$ cat config.mk
export PLATFORM = sky130hd
export DESIGN_NAME = square_wave_channel_with_sweep
export DESIGN_NICKNAME = d
export VERILOG_FILES = /design/src/sv/sqw_pkg.sv /design/src/sv/square_wave_channel_with_sweep.sv
export VERILOG_INCLUDE_DIRS = /design/src /design/src/sv
export SDC_FILE = /design/constraint.sdc
export NUM_CORES = 1
export LEC_CHECK = 0
export BUFFER_PORTS_ARGS = -buffer_cell sky130_fd_sc_hd__buf_2
export CAP_MARGIN = 10
export CELL_PAD_IN_SITES_DETAIL_PLACEMENT = 1
export CELL_PAD_IN_SITES_GLOBAL_PLACEMENT = 1
export CORE_MARGIN = 2
export CORE_UTILIZATION = 45
export DETAILED_ROUTE_END_ITERATION = 6
export GPL_TIMING_DRIVEN = 1
export PLACE_DENSITY_LB_ADDON = 0.1
export SETUP_SLACK_MARGIN = 0.15
export SLEW_MARGIN = 5
export SYNTH_ARGS = -nofsm -noshare
export SYNTH_HDL_FRONTEND = slang
export SYNTH_SLANG_ARGS = --single-unit
$ cat constraint.sdc
create_clock -name clk -period 15.3 [get_ports clk]
set_clock_uncertainty 0.05 [all_clocks]
set_input_delay 0 -clock clk [delete_from_list [all_inputs] [get_ports clk]]
set_output_delay 0 -clock clk [all_outputs]
set_load 0.1 [all_outputs]
$ cat src/sv/assert_macros.svh
// assertion macros shared by the rtl
`ifndef ASSERT_MACROS_SVH
`define ASSERT_MACROS_SVH

// property checked on every clock edge outside reset
`define ASSERT_ALWAYS(lbl, clk, rst, prop) \
  lbl: assert property (@(posedge clk) disable iff (rst) (prop)) \
    else $error("assertion failed");

// antecedent implies consequent in the next cycle
`define ASSERT_NEXT(lbl, clk, rst, ante, cons) \
  lbl: assert property (@(posedge clk) disable iff (rst) (ante) |=> (cons)) \
    else $error("assertion failed");

`endif

$ cat src/sv/sqw_pkg.sv
// types, tables and state update functions of the square wave channel
package sqw_pkg;

  typedef enum logic [2:0] {
    CMD_REG_WRITE     = 3'd0,
    CMD_ENABLE_WRITE  = 3'd1,
    CMD_TIMER_TICK    = 3'd2,
    CMD_QUARTER_FRAME = 3'd3,
    CMD_HALF_FRAME    = 3'd4
  } command_t;

  typedef enum logic [1:0] {
    REG_VOLUME      = 2'd0,
    REG_SWEEP       = 2'd1,
    REG_PERIOD_LOW  = 2'd2,
    REG_PERIOD_HIGH = 2'd3
  } reg_select_t;

  localparam logic [11:0] TARGET_MAX = 12'h7FF;
  localparam logic [10:0] PERIOD_MIN = 11'd8;
  localparam logic [3:0]  DECAY_TOP  = 4'd15;

  // bit {duty_mode, position} gives the wave bit
  localparam logic [31:0] DUTY_TABLE = 32'hF91E0602;

  localparam logic [7:0] LEN_TABLE [32] = '{
    8'd10,  8'd254, 8'd20, 8'd2,  8'd40, 8'd4,  8'd80, 8'd6,
    8'd160, 8'd8,   8'd60, 8'd10, 8'd14, 8'd12, 8'd26, 8'd14,
    8'd12,  8'd16,  8'd24, 8'd18, 8'd48, 8'd20, 8'd96, 8'd22,
    8'd192, 8'd24,  8'd72, 8'd26, 8'd16, 8'd28, 8'd32, 8'd30
  };

  typedef struct packed {
    logic [1:0]  duty_mode;
    logic [2:0]  sequence_position;
    logic        wave_bit;
    logic [10:0] period_timer;
    logic [10:0] period_value;
    logic [3:0]  envelope_period;
    logic        constant_volume;
    logic        halt_loop;
    logic        halt_pending;
    logic        halt_value;
    logic        envelope_start;
    logic [3:0]  envelope_divider;
    logic [3:0]  decay_level;
    logic [7:0]  length_count;
    logic        channel_enabled;
    logic [7:0]  sweep_fields;
    logic [2:0]  sweep_divider;
    logic        sweep_reload;
  } chan_state_t;

  function automatic logic [11:0] sweep_target(input logic [10:0] period,
                                               input logic [7:0] fields,
                                               input logic ones);
    logic [11:0] change;
    logic [11:0] sub;
    logic [11:0] p;
    p = {1'b0, period};
    change = {1'b0, period >> fields[2:0]};
    sub = change + {11'd0, ones};
    if (fields[3]) begin
      sweep_target = (sub > p) ? 12'd0 : p - sub;
    end else begin
      sweep_target = p + change;
    end
  endfunction

  function automatic logic sweep_mute(input logic [10:0] period,
                                      input logic [7:0] fields,
                                      input logic ones);
    sweep_mute = (sweep_target(period, fields, ones) > TARGET_MAX) ||
                 (period < PERIOD_MIN);
  endfunction

  function automatic chan_state_t clock_envelope(input chan_state_t s);
    chan_state_t r;
    r = s;
    if (s.envelope_start) begin
      r.envelope_start = 1'b0;
      r.decay_level = DECAY_TOP;
      r.envelope_divider = s.envelope_period;
    end else if (s.envelope_divider == 4'd0) begin
      r.envelope_divider = s.envelope_period;
      if (s.decay_level == 4'd0) begin
        if (s.halt_loop) begin
          r.decay_level = DECAY_TOP;
        end
      end else begin
        r.decay_level = s.decay_level - 4'd1;
      end
    end else begin
      r.envelope_divider = s.envelope_divider - 4'd1;
    end
    return r;
  endfunction

  function automatic chan_state_t clock_length(input chan_state_t s);
    chan_state_t r;
    r = s;
    if (!s.halt_loop && s.length_count != 8'd0) begin
      r.length_count = s.length_count - 8'd1;
    end
    return r;
  endfunction

  function automatic chan_state_t clock_sweep(input chan_state_t s, input logic ones);
    chan_state_t r;
    logic [11:0] tgt;
    r = s;
    tgt = sweep_target(s.period_value, s.sweep_fields, ones);
    if (s.sweep_divider == 3'd0 && s.sweep_fields[7] &&
        !sweep_mute(s.period_value, s.sweep_fields, ones) &&
        s.sweep_fields[2:0] != 3'd0) begin
      r.period_value = tgt[10:0];
    end
    if (s.sweep_divider == 3'd0 || s.sweep_reload) begin
      r.sweep_divider = s.sweep_fields[6:4];
      r.sweep_reload = 1'b0;
    end else begin
      r.sweep_divider = s.sweep_divider - 3'd1;
    end
    return r;
  endfunction

endpackage

$ cat src/sv/square_wave_channel_with_sweep.sv
// square wave channel with duty sequencer, envelope, length counter and sweep
// One request is taken every clock while item_stall is low. A request goes
// into the input register; when it leaves, the channel state is updated from it
// and the sample and length status are written into the result register.
// The sustained rate is one request per clock while the result side does not
// stall. A full result register that is stalled holds the input register,
// and then item_stall rises.
// ones_complement_negate resets to 1 and is written through cfg_data.
module square_wave_channel_with_sweep (
  input  logic       clk,
  input  logic       rst,
  input  logic       item_valid,
  output logic       item_stall,
  input  logic [2:0] command,
  input  logic [1:0] reg_select,
  input  logic [7:0] data,
  output logic       result_valid,
  input  logic       result_stall,
  output logic [3:0] sample,
  output logic       length_active,
  input  logic       cfg_valid,
  output logic       cfg_ready,
  input  logic       cfg_data
);
  import sqw_pkg::*;

  `include "assert_macros.svh"

  logic        ones_complement_negate;
  logic        stg_valid;
  logic [2:0]  stg_command;
  logic [1:0]  stg_reg_select;
  logic [7:0]  stg_data;
  logic        adv;
  logic        fire;
  chan_state_t st;
  chan_state_t st_next;
  logic [3:0]  vol;
  logic [3:0]  sample_next;

  assign cfg_ready  = 1'b1;
  assign adv        = !result_valid || !result_stall;
  assign item_stall = stg_valid && !adv;
  assign fire       = stg_valid && adv;

  always_comb begin
    st_next = st;
    unique case (stg_command)
      CMD_REG_WRITE: begin
        unique case (stg_reg_select)
          REG_VOLUME: begin
            st_next.envelope_period = stg_data[3:0];
            st_next.constant_volume = stg_data[4];
            st_next.halt_pending    = 1'b1;
            st_next.halt_value      = stg_data[5];
            st_next.duty_mode       = stg_data[7:6];
          end
          REG_SWEEP: begin
            st_next.sweep_fields = stg_data;
            st_next.sweep_reload = 1'b1;
          end
          REG_PERIOD_LOW: begin
            st_next.period_value[7:0] = stg_data;
          end
          REG_PERIOD_HIGH: begin
            st_next.period_value[10:8] = stg_data[2:0];
            if (st.channel_enabled) begin
              st_next.length_count = LEN_TABLE[stg_data[7:3]];
            end
            st_next.sequence_position = 3'd0;
            st_next.envelope_start    = 1'b1;
          end
        endcase
      end
      CMD_ENABLE_WRITE: begin
        st_next.channel_enabled = stg_data[0];
        if (!stg_data[0]) begin
          st_next.length_count = 8'd0;
        end
      end
      CMD_TIMER_TICK: begin
        if (st.period_timer == 11'd0) begin
          st_next.period_timer      = st.period_value;
          st_next.sequence_position = st.sequence_position + 3'd1;
          st_next.wave_bit = DUTY_TABLE[{st.duty_mode, st_next.sequence_position}];
        end else begin
          st_next.period_timer = st.period_timer - 11'd1;
        end
        if (st.halt_pending) begin
          st_next.halt_loop    = st.halt_value;
          st_next.halt_pending = 1'b0;
          st_next.halt_value   = 1'b0;
        end
      end
      CMD_QUARTER_FRAME: begin
        st_next = clock_envelope(st);
      end
      CMD_HALF_FRAME: begin
        st_next = clock_sweep(clock_length(clock_envelope(st)), ones_complement_negate);
      end
      default: begin
        st_next = st;
      end
    endcase
  end

  always_comb begin
    if (st_next.length_count == 8'd0 ||
        sweep_mute(st_next.period_value, st_next.sweep_fields, ones_complement_negate)) begin
      vol = 4'd0;
    end else if (st_next.constant_volume) begin
      vol = st_next.envelope_period;
    end else begin
      vol = st_next.decay_level;
    end
    sample_next = st_next.wave_bit ? vol : 4'd0;
  end

  always_ff @(posedge clk) begin
    if (rst) begin
      ones_complement_negate <= 1'b1;
    end else if (cfg_valid && cfg_ready) begin
      ones_complement_negate <= cfg_data;
    end
  end

  always_ff @(posedge clk) begin
    if (rst) begin
      stg_valid <= 1'b0;
    end else if (!item_stall) begin
      stg_valid <= item_valid;
    end
  end

  always_ff @(posedge clk) begin
    if (item_valid && !item_stall) begin
      stg_command    <= command;
      stg_reg_select <= reg_select;
      stg_data       <= data;
    end
  end

  always_ff @(posedge clk) begin
    if (rst) begin
      st           <= '0;
      result_valid <= 1'b0;
    end else begin
      if (fire) begin
        st <= st_next;
      end
      if (adv) begin
        result_valid <= stg_valid;
      end
    end
  end

  always_ff @(posedge clk) begin
    if (fire) begin
      sample        <= sample_next;
      length_active <= (st_next.length_count != 8'd0);
    end
  end

  `ASSERT_ALWAYS(a_sample_needs_length, clk, rst,
    !(result_valid && sample != 4'd0) || length_active)
  `ASSERT_ALWAYS(a_disabled_no_length, clk, rst,
    st.channel_enabled || st.length_count == 8'd0)
  `ASSERT_NEXT(a_stage_held, clk, rst, stg_valid && !adv,
    stg_valid && $stable(stg_command) && $stable(stg_data))

endmodule

==> results of run 1 <==
## final cells by class
cell class              count  area [sq um]  area share, %
clock inverters             4         31.28         0.3297
well taps                 260         325.3          3.429
clock buffers              12         289.0          3.047
repair buffers             53         377.9          3.983
diodes                      1         2.502        0.02638
multi-input cells         965          6315          66.57
flip-flops and latches     87          1922          20.26
inverters                  59         224.0          2.361
## cell families after synthesis
logic type,after synthesis
DFF,87
other,1
muxes,52
AOI/OAI and AO/OA,370
buffers and inverters,122
xor gates and xnor gates,26
and+or+nand+nor,452
adders and majority gates,64
## path summary, 6_finish.rpt
path                                     startpoint                       to  slack (ns)  depth (start not counted)
worst max-delay path             st[5]$_SDFFE_PP0P_  sample[2]$_SDFFCE_PP0P_        5.81                         36
worst min-delay path                            rst      st[12]$_SDFFE_PP0P_        0.24                          3
worst max register to register   st[5]$_SDFFE_PP0P_  sample[2]$_SDFFCE_PP0P_        5.81                         36
worst min register to register  st[11]$_SDFFE_PP0P_      st[11]$_SDFFE_PP0P_        0.42                          2
## power by group through the flow
stage | clock network [mW] | logic (mW) | registers (mW)
after floorplan | 0 | 0.106 | 0.257
after global placement | 0 | 0.142 | 0.260
after detailed placement | 0 | 0.144 | 0.260
after CTS | 0.237 | 0.148 | 0.255
after global routing | 0.245 | 0.166 | 0.256
final | 0.235 | 0.150 | 0.255
## state kept, by name, indices dropped and copies added, names as in the netlist
register	count
length_active	1
ones_complement_negate	1
result_valid	1
sample	4
st	66
stg_command	3
stg_data	8
stg_reg_select	2
stg_valid	1
## critical path: cells and delay by family (launching register included)
kind | cells | cell delay, ns
AO/OA/AOI/OAI | 13 | 3.24
XOR/XNOR | 1 | 0.15
adder cells (fa/ha/maj) | 5 | 1.39
flip-flops | 1 | 0.88
multiplexers | 3 | 0.86
AND/OR/NAND/NOR | 14 | 2.68
## cells in the mapped netlist, types with 6 or more instances
library cell,number
o22ai_1,16
mux2i_1,28
a21o_1,14
ha_1,61
nand2_1,136
o21ai_0,63
edfxtp_1,18
inv_1,52
or2_2,11
nand4_1,6
mux2_2,15
dfxtp_1,69
o21a_1,7
nor2_1,133
a211oi_1,25
nor2b_1,17
nor3_1,38
or3_1,11
a22oi_1,11
nand3_1,32
xnor2_1,19
a21oi_1,106
and2_1,10
o2111ai_1,6
a31oi_1,16
nand2b_1,12
nor4_1,13
a221oi_1,7
clkbuf_1,49
o211ai_1,17
xor2_1,7
## metrics by stage
| step | cells | instance area (sq um) | utilization [%] | power (mW) |
|---|---|---|---|---|
| finish | 1441 | 9487 | 50.21 | 0.6405 |
| global route | 1441 | 9487 | 50.21 | 0.6676 |
| CTS | 1439 | 9477 | 50.16 | 0.6399 |
| detailed placement | 1406 | 8986 | 47.56 | 0.4037 |
| global placement | 1406 | 8986 | 47.56 | 0.4014 |
| floorplan | 1174 | 8733 | - | 0.3631 |
## repair_timing
item	CTS	global route
buffers inserted	0	0
hold buffers	17	0
resized for setup	0	0
endpoints found under the hold margin	16	0
## metal layers
layer | GRT usage (%) | up-vias | routed length, um
met2 | 50.09 | 276 | 14190
met4 | 10.37 | 0 | 1070
met3 | 3.865 | 85 | 1516
li1 | - | 4329 | -
met1 | 40.47 | 4421 | 13610
met5 | 0 | - | 0
==> results list, run 1 <==
- At the end of routability-driven placement, the weighted congestion stood at 0.9304.
- Of the total power, combinational logic draws 23.5%.
- Final number of max-transition violations: 0
* Clock edge transition at the registers on the reported setup and hold paths: 0.07 ns
- Std-Cell Rows: 50
- Area of the core region: 0.01889 sq mm
* Pin count of the biggest net entering global routing: 68
- TritonCTS clock tree: yes
* TritonCTS Sinks: 87
* Layout filler cell count: 2429
* Cell Int Power: 430.5 uW
* Count of flip-flops with a built-in enable after synthesis: 18
- Delay of the slowest critical-path stage: 0.88 ns
- Compound-cell area share of the yosys netlist: 28.98%
- For the pin with the worst max-slew slack, the measured transition is 1.077 ns.
- Net switching is 32.78% of the power.
* Commonest non-fill, non-tap cells in the layout: 136 x nand2_1, 133 x nor2_1, 106 x a21oi_1, 69 x dfxtp_1, 63 x o21ai_0
- The analysis attributes to net switching a power of 210.0 uW.
- Setup repair after global routing left no endpoint under its margin.
* Type of element launching the critical path: flip-flop
- Width of the chip: 143.3 um
- Top Ports: 27
- The worst-case IR drop observed on VDD is 0.05455 mV.
- The H-tree was split into 3 levels.
- Portion of the post-synthesis area used by sequential elements: 22.01%
- The synthesized netlist devotes 9.427% of its cell area to adder and majority cells.
- STA puts the critical path data arrival time at 9.54 ns.
- In this run the power density over the cells is 67.52 mW/mm^2.
- The initial antenna violation count is 1.
* Setup violators final: 0
- WL final: 30380 um
* Critical-path maximum fanout: 20
- Sorting the synthesized cells by area gives the leading types as dfxtp_1 16%, ha_1 8.7%, edfxtp_1 6.2%.
- The clock reaches the later pin of the worst-skew pair after 0.35 ns.
* Fraction of layout cells with a size suffix above 1: 9.831%
- Post-place setup slack: 5.992 ns
- Hold violation total from the final report: 0
- First-pass GRT wire length: 48940 um
- Number of global-route vias before repair: 9014
- Final min period: 9.493 ns
* Flops & latches, synth: 87
- Synthesis instantiated 97 different standard cells from the library.
* Vias: 9111
- The synthesized netlist devotes 24.28% of its cell area to simple gates.
- The largest individual stage delay along the critical path comes from the cell dfxtp_1.
- STA classifies the critical path endpoint as a flip-flop.
- DRC violation total after the first TritonRoute iteration: 651
- For this run, the top clock speed supported by timing is 0.1053 GHz.
- The path class of the tightest hold or removal check is in2reg.
- The share of total power dissipated in sequential elements is 39.9%.
* Overflow left after global routing: 0
* Count of port buffers added during placement: 25
- The Yosys step of the flow raised 0 warnings.
- Final nets: 1258
* Mux contribution to synthesized area: 6.963%
* Maximum buffer depth of the clock tree: 2
- The detail route stage leaves a number of antenna-violating nets equal to 0.
- Across all hold checks on the routed design, the worst slack comes to 0.2401 ns.
* Synth Area in XOR/XNOR: 2.607%
- Synthesis produced a netlist with a net count of 1257.
- Async SR Flop Fraction: 0%
* Final sum of negative setup slack: 0 ns
* Mean number of vias per cell: 6.323
* DRC violations left: 0
- Critical path data required time: 15.35 ns
- DR pass1 iterations: 6
- Synthesis produced a netlist whose cell count is 1174.
- The library cell used most frequently in the layout, excluding fill and tap cells, is nand2_1.
* Avg Synthesized Cell Area: 7.439 sq um
- Max-slew headroom at the worst pin: 28.20%
- Type of the worst setup path: reg2reg
- dfxtp_1 takes more of the synthesized area than any other cell.
- DR WL/cell: 21.09 um
- The analysis attributes to cell leakage a power of 3.661 nW.
* Total of max-cap violations: 0
- Among all flip-flop cells after synthesis, the most frequent one is dfxtp_1.
- The area growth from synthesis to layout is 8.625%.
- Global routing used 30.15% of the available tracks.
* Worst Slack Setup Final: 5.807 ns
- Clock buffer count from CTS: 9
- Result of the run: completed
- In this run, the clock network consumes 36.7% of the power.
- Fraction of synthesized cell area taken by the top area cell type: 15.82%
- Vertical extent of the die: 143.3 um
- Initial Util: 46.23%
- The HPWL after detailed placement is 22550 um.
* Cell chosen for the clock root: clkbuf_16
- Period utilisation layout: 62.05%
- Die ar.: 0.02054 sq mm
- Cell area after synthesis: 0.008733 sq mm
* Largest family of logic cells by synthesized area: compound AO/OA/AOI/OAI gates
No activity file was read; power rests on OpenSTA's default activity.
==> inputs of run 2 (changes only) <==
- ABC_AREA: unset -> 1
- clock period: 15.3 -> 9.82 ns (I/O delays scaled with it)
==> results list, run 2 <==
* Result of the run: completed
* Antenna violations before repair: 0
* Capture point of the critical path: sample[1]$_SDFFCE_PP0P_
- Cell area after synthesis: 0.008019 sq mm
- Counting instances in the post-synthesis netlist gives the leading cell types as 255 x nand2_1, 159 x inv_1, 133 x nand3_1.
* Overall routing resource usage: 29.33%
- Maximum level of the CTS H-tree: 3
- Worst-skew pair later-pin latency: 0.36 ns
- The startpoint identified for the worst register-to-register timing path is st[5]$_SDFFE_PP0P_.
* Design Area, Final: 0.008768 sq mm
- Commonest non-fill, non-tap cells in the layout: 255 x nand2_1, 159 x inv_1, 133 x nand3_1, 102 x a21oi_1, 99 x nor2_1
* Register with the most flip-flops: st
* Portion of the post-synthesis area used by sequential elements: 23.97%
* R2R setup slack: 2.50 ns
- Top_reg_cell synth: dfxtp_1
- The critical path starts at st[5]$_SDFFE_PP0P_.
- Async SR Flop Fraction: 0%
* Depth of the most critical reg-to-reg path: 46
- Hold violation total from the final report: 0
- Critical path's most frequent cell: nand2_1
* Crit end category: flip-flop
* Width of the chip: 137.5 um
- Type of element launching the critical path: flip-flop
* Mean number of vias per cell: 5.742
- Ys Warns: 0
* Maximum resistive drop on vdd: 0.1055 mV
- Area of the core region: 0.01736 sq mm
* Final nets: 1336
* Fraction of synthesized cell area taken by the top area cell type: 17.23%
- Row generation in the floorplan step produced 48 rows.
- Worst Path Arrival: 7.39 ns
- Final Util: 50.52%
- Hpwl dp: 21090 um
* DRC violation total after the first TritonRoute iteration: 432
* Critical Path Slowest Stage Cell: dfxtp_1
- Number of antenna repair diodes: 0
- Setup repair after global routing left no endpoint under its margin.
- Final number of max-transition violations: 0
- Count of port buffers added during placement: 25
- The routed design could run at a clock period as short as 7.321 ns.
* Critical-path maximum fanout: 12
* Hold WC Path Type: in2reg
- Leaving out fill and tap cells, the most frequent cell in the layout is nand2_1.
- First-pass GRT wire length: 42850 um
* Largest register FFs: 66
* Top Ports: 27
- Delay of the slowest critical-path stage: 0.62 ns
- In this run, synthesis inferred 18 flip-flops with an integrated enable.
- The biggest area contributor in the post-synthesis netlist is dfxtp_1.
* Clock edge transition at the registers on the reported setup and hold paths: 0.08 ns
* Count of mapped cells out of synthesis: 1231
- In this run, synthesis produced a sequential element count of 87.
- Maximum buffer depth of the clock tree: 2
- P_leak: 4.119 nW
- Vias: 8515
- Dividing the detail-routed wire length by the instance count gives 18.34 um.
- Routability congestion estimate from global placement: 0.9159
- By instance count, the leading cell after synthesis is nand2_1.
* Area Growth Syn to Fin: 9.346%
- For the pin with the worst max-slew slack, the measured transition is 0.9553 ns.
- The root buffer cell chosen for the clock tree is clkbuf_16.
* Overflow left after global routing: 0
- Net count of the mapped netlist: 1314
- In the routed design, unresolved DRC markers number 0.
* FMAX: 0.1366 GHz
* Avg Synthesized Cell Area: 6.514 sq um
- Setup violators final: 0
* DP Area: 0.008287 sq mm
- TritonCTS clock tree: yes
- Pin count of the biggest net entering global routing: 39
- TritonCTS Sinks: 87
- WL final: 27200 um
- DR pass1 iterations: 5
* Max-slew headroom at the worst pin: 35.89%
- Final sum of negative setup slack: 0 ns
* Synth area leaders: dfxtp_1 17%, nand2_1 12%, ha_1 9.5%
- TritonCTS created 9 clock buffers.
- The final critical path takes up 74.55% of the cycle.
- The number of global-route vias before repair is 8164.
- Pwr Density: 119.7 mW/mm^2
* Fraction of layout cells with a size suffix above 1: 8.188%
- Initial Util: 46.20%
* Type of the worst setup path: reg2reg
- Post-DRT Antenna Nets: 0
- Vertical extent of the die: 137.5 um
- Number of library cell types mapped by synthesis: 57
* Die ar.: 0.01890 sq mm
* Critical path data required time: 9.89 ns
* Reg-to-reg critical path endpoint: sample[1]$_SDFFCE_PP0P_
* Total of max-cap violations: 0
- Largest registers: st: 66 flops, stg_data: 8 flops, sample: 4 flops
## run 2: cell count changes after synthesis, sizes merged, moves of 17 or more
| cell | before | now |
|---|---|---|
| a211oi | 26 | 8 |
| clkbuf | 49 | 23 |
| inv | 56 | 166 |
| mux2i | 34 | 1 |
| nand2 | 138 | 281 |
| nand3 | 32 | 145 |
| nor2 | 134 | 104 |
| nor2b | 17 | 0 |
| nor3 | 39 | 16 |
| o21ai | 67 | 89 |
## run 2: where the power goes
part	total (mW)	switching [mW]	internal [mW]
clock network	0.372	0.168	0.204
registers	0.395	0.0176	0.378
logic	0.282	0.191	0.0917
total	1.05	0.376	0.673
## run 2: layout make-up
class / count / area (sq um)
fillers: 2382 / 8588
clock inverters: 7 / 86.33
clock buffers: 9 / 225.2
well taps: 225 / 281.5
inverters: 168 / 630.6
flip-flops and latches: 87 / 1922
repair buffers: 47 / 332.8
multi-input cells: 940 / 5290
## run 2: critical path, delay by kind of cell (launching register included)
kind	cells	cell delay, ns
compound gates	10	1.41
xor+xnor	2	0.30
fa+ha+maj	6	1.51
buf+inv	2	0.31
flops	1	0.62
simple gates	26	2.87
## run 2: logic make-up after synthesis
| family | after synthesis | synth area share, % |
|---|---|---|
| simple gates | 578 | 32.91 |
| compound gates | 261 | 18.77 |
| buf+inv | 204 | 10.06 |
| flops | 87 | 23.97 |
| fa+ha+maj | 64 | 10.27 |
| xor+xnor | 34 | 3.714 |
| mux | 2 | 0.2652 |
| other cells | 1 | 0.04676 |
## run 2: routing by layer
metal | track usage (%) | vias to the layer above | wire [um] | part of all wire, %
met2 | 47.46 | 174 | 12170 | 45
met5 | 0 | - | 0 | 0
met3 | 3.900 | 38 | 1109 | 4.1
met1 | 41.42 | 4103 | 13400 | 49
met4 | 6.873 | 0 | 518 | 1.9
li1 | - | 4200 | - | -
## run 2: worst min-delay path by stage
stage / start / end / depth (start not counted)
floorplan: command[0] / stg_command[0]$_DFFE_PP_ / 0
global placement: data[0] / stg_data[0]$_DFFE_PP_ / 1
detailed placement: data[2] / stg_data[2]$_DFFE_PP_ / 1
CTS: rst / st[27]$_SDFFE_PP0P_ / 2
global route: rst / st[27]$_SDFFE_PP0P_ / 2
finish: rst / st[27]$_SDFFE_PP0P_ / 2
## run 2: timing repair
action / 4_1_cts / 5_1_grt
buffers inserted: 0 / 0
hold buffers: 17 / 0
hold endpoints to repair: 16 / 0
resized for setup: 0 / 0
## run 2: stage by stage
step                      cells  setup slack [ns]  hold slack [ns]  total power [mW]
after CTS                  1483             2.512           0.1245             1.051
after global routing       1483             1.733           0.1459             1.102
after floorplan            1231             3.909          0.04887            0.5999
final                      1483             2.499           0.1338             1.049
after global placement     1450             2.788           0.1265            0.6688
after detailed placement   1450             2.532           0.1283            0.6752
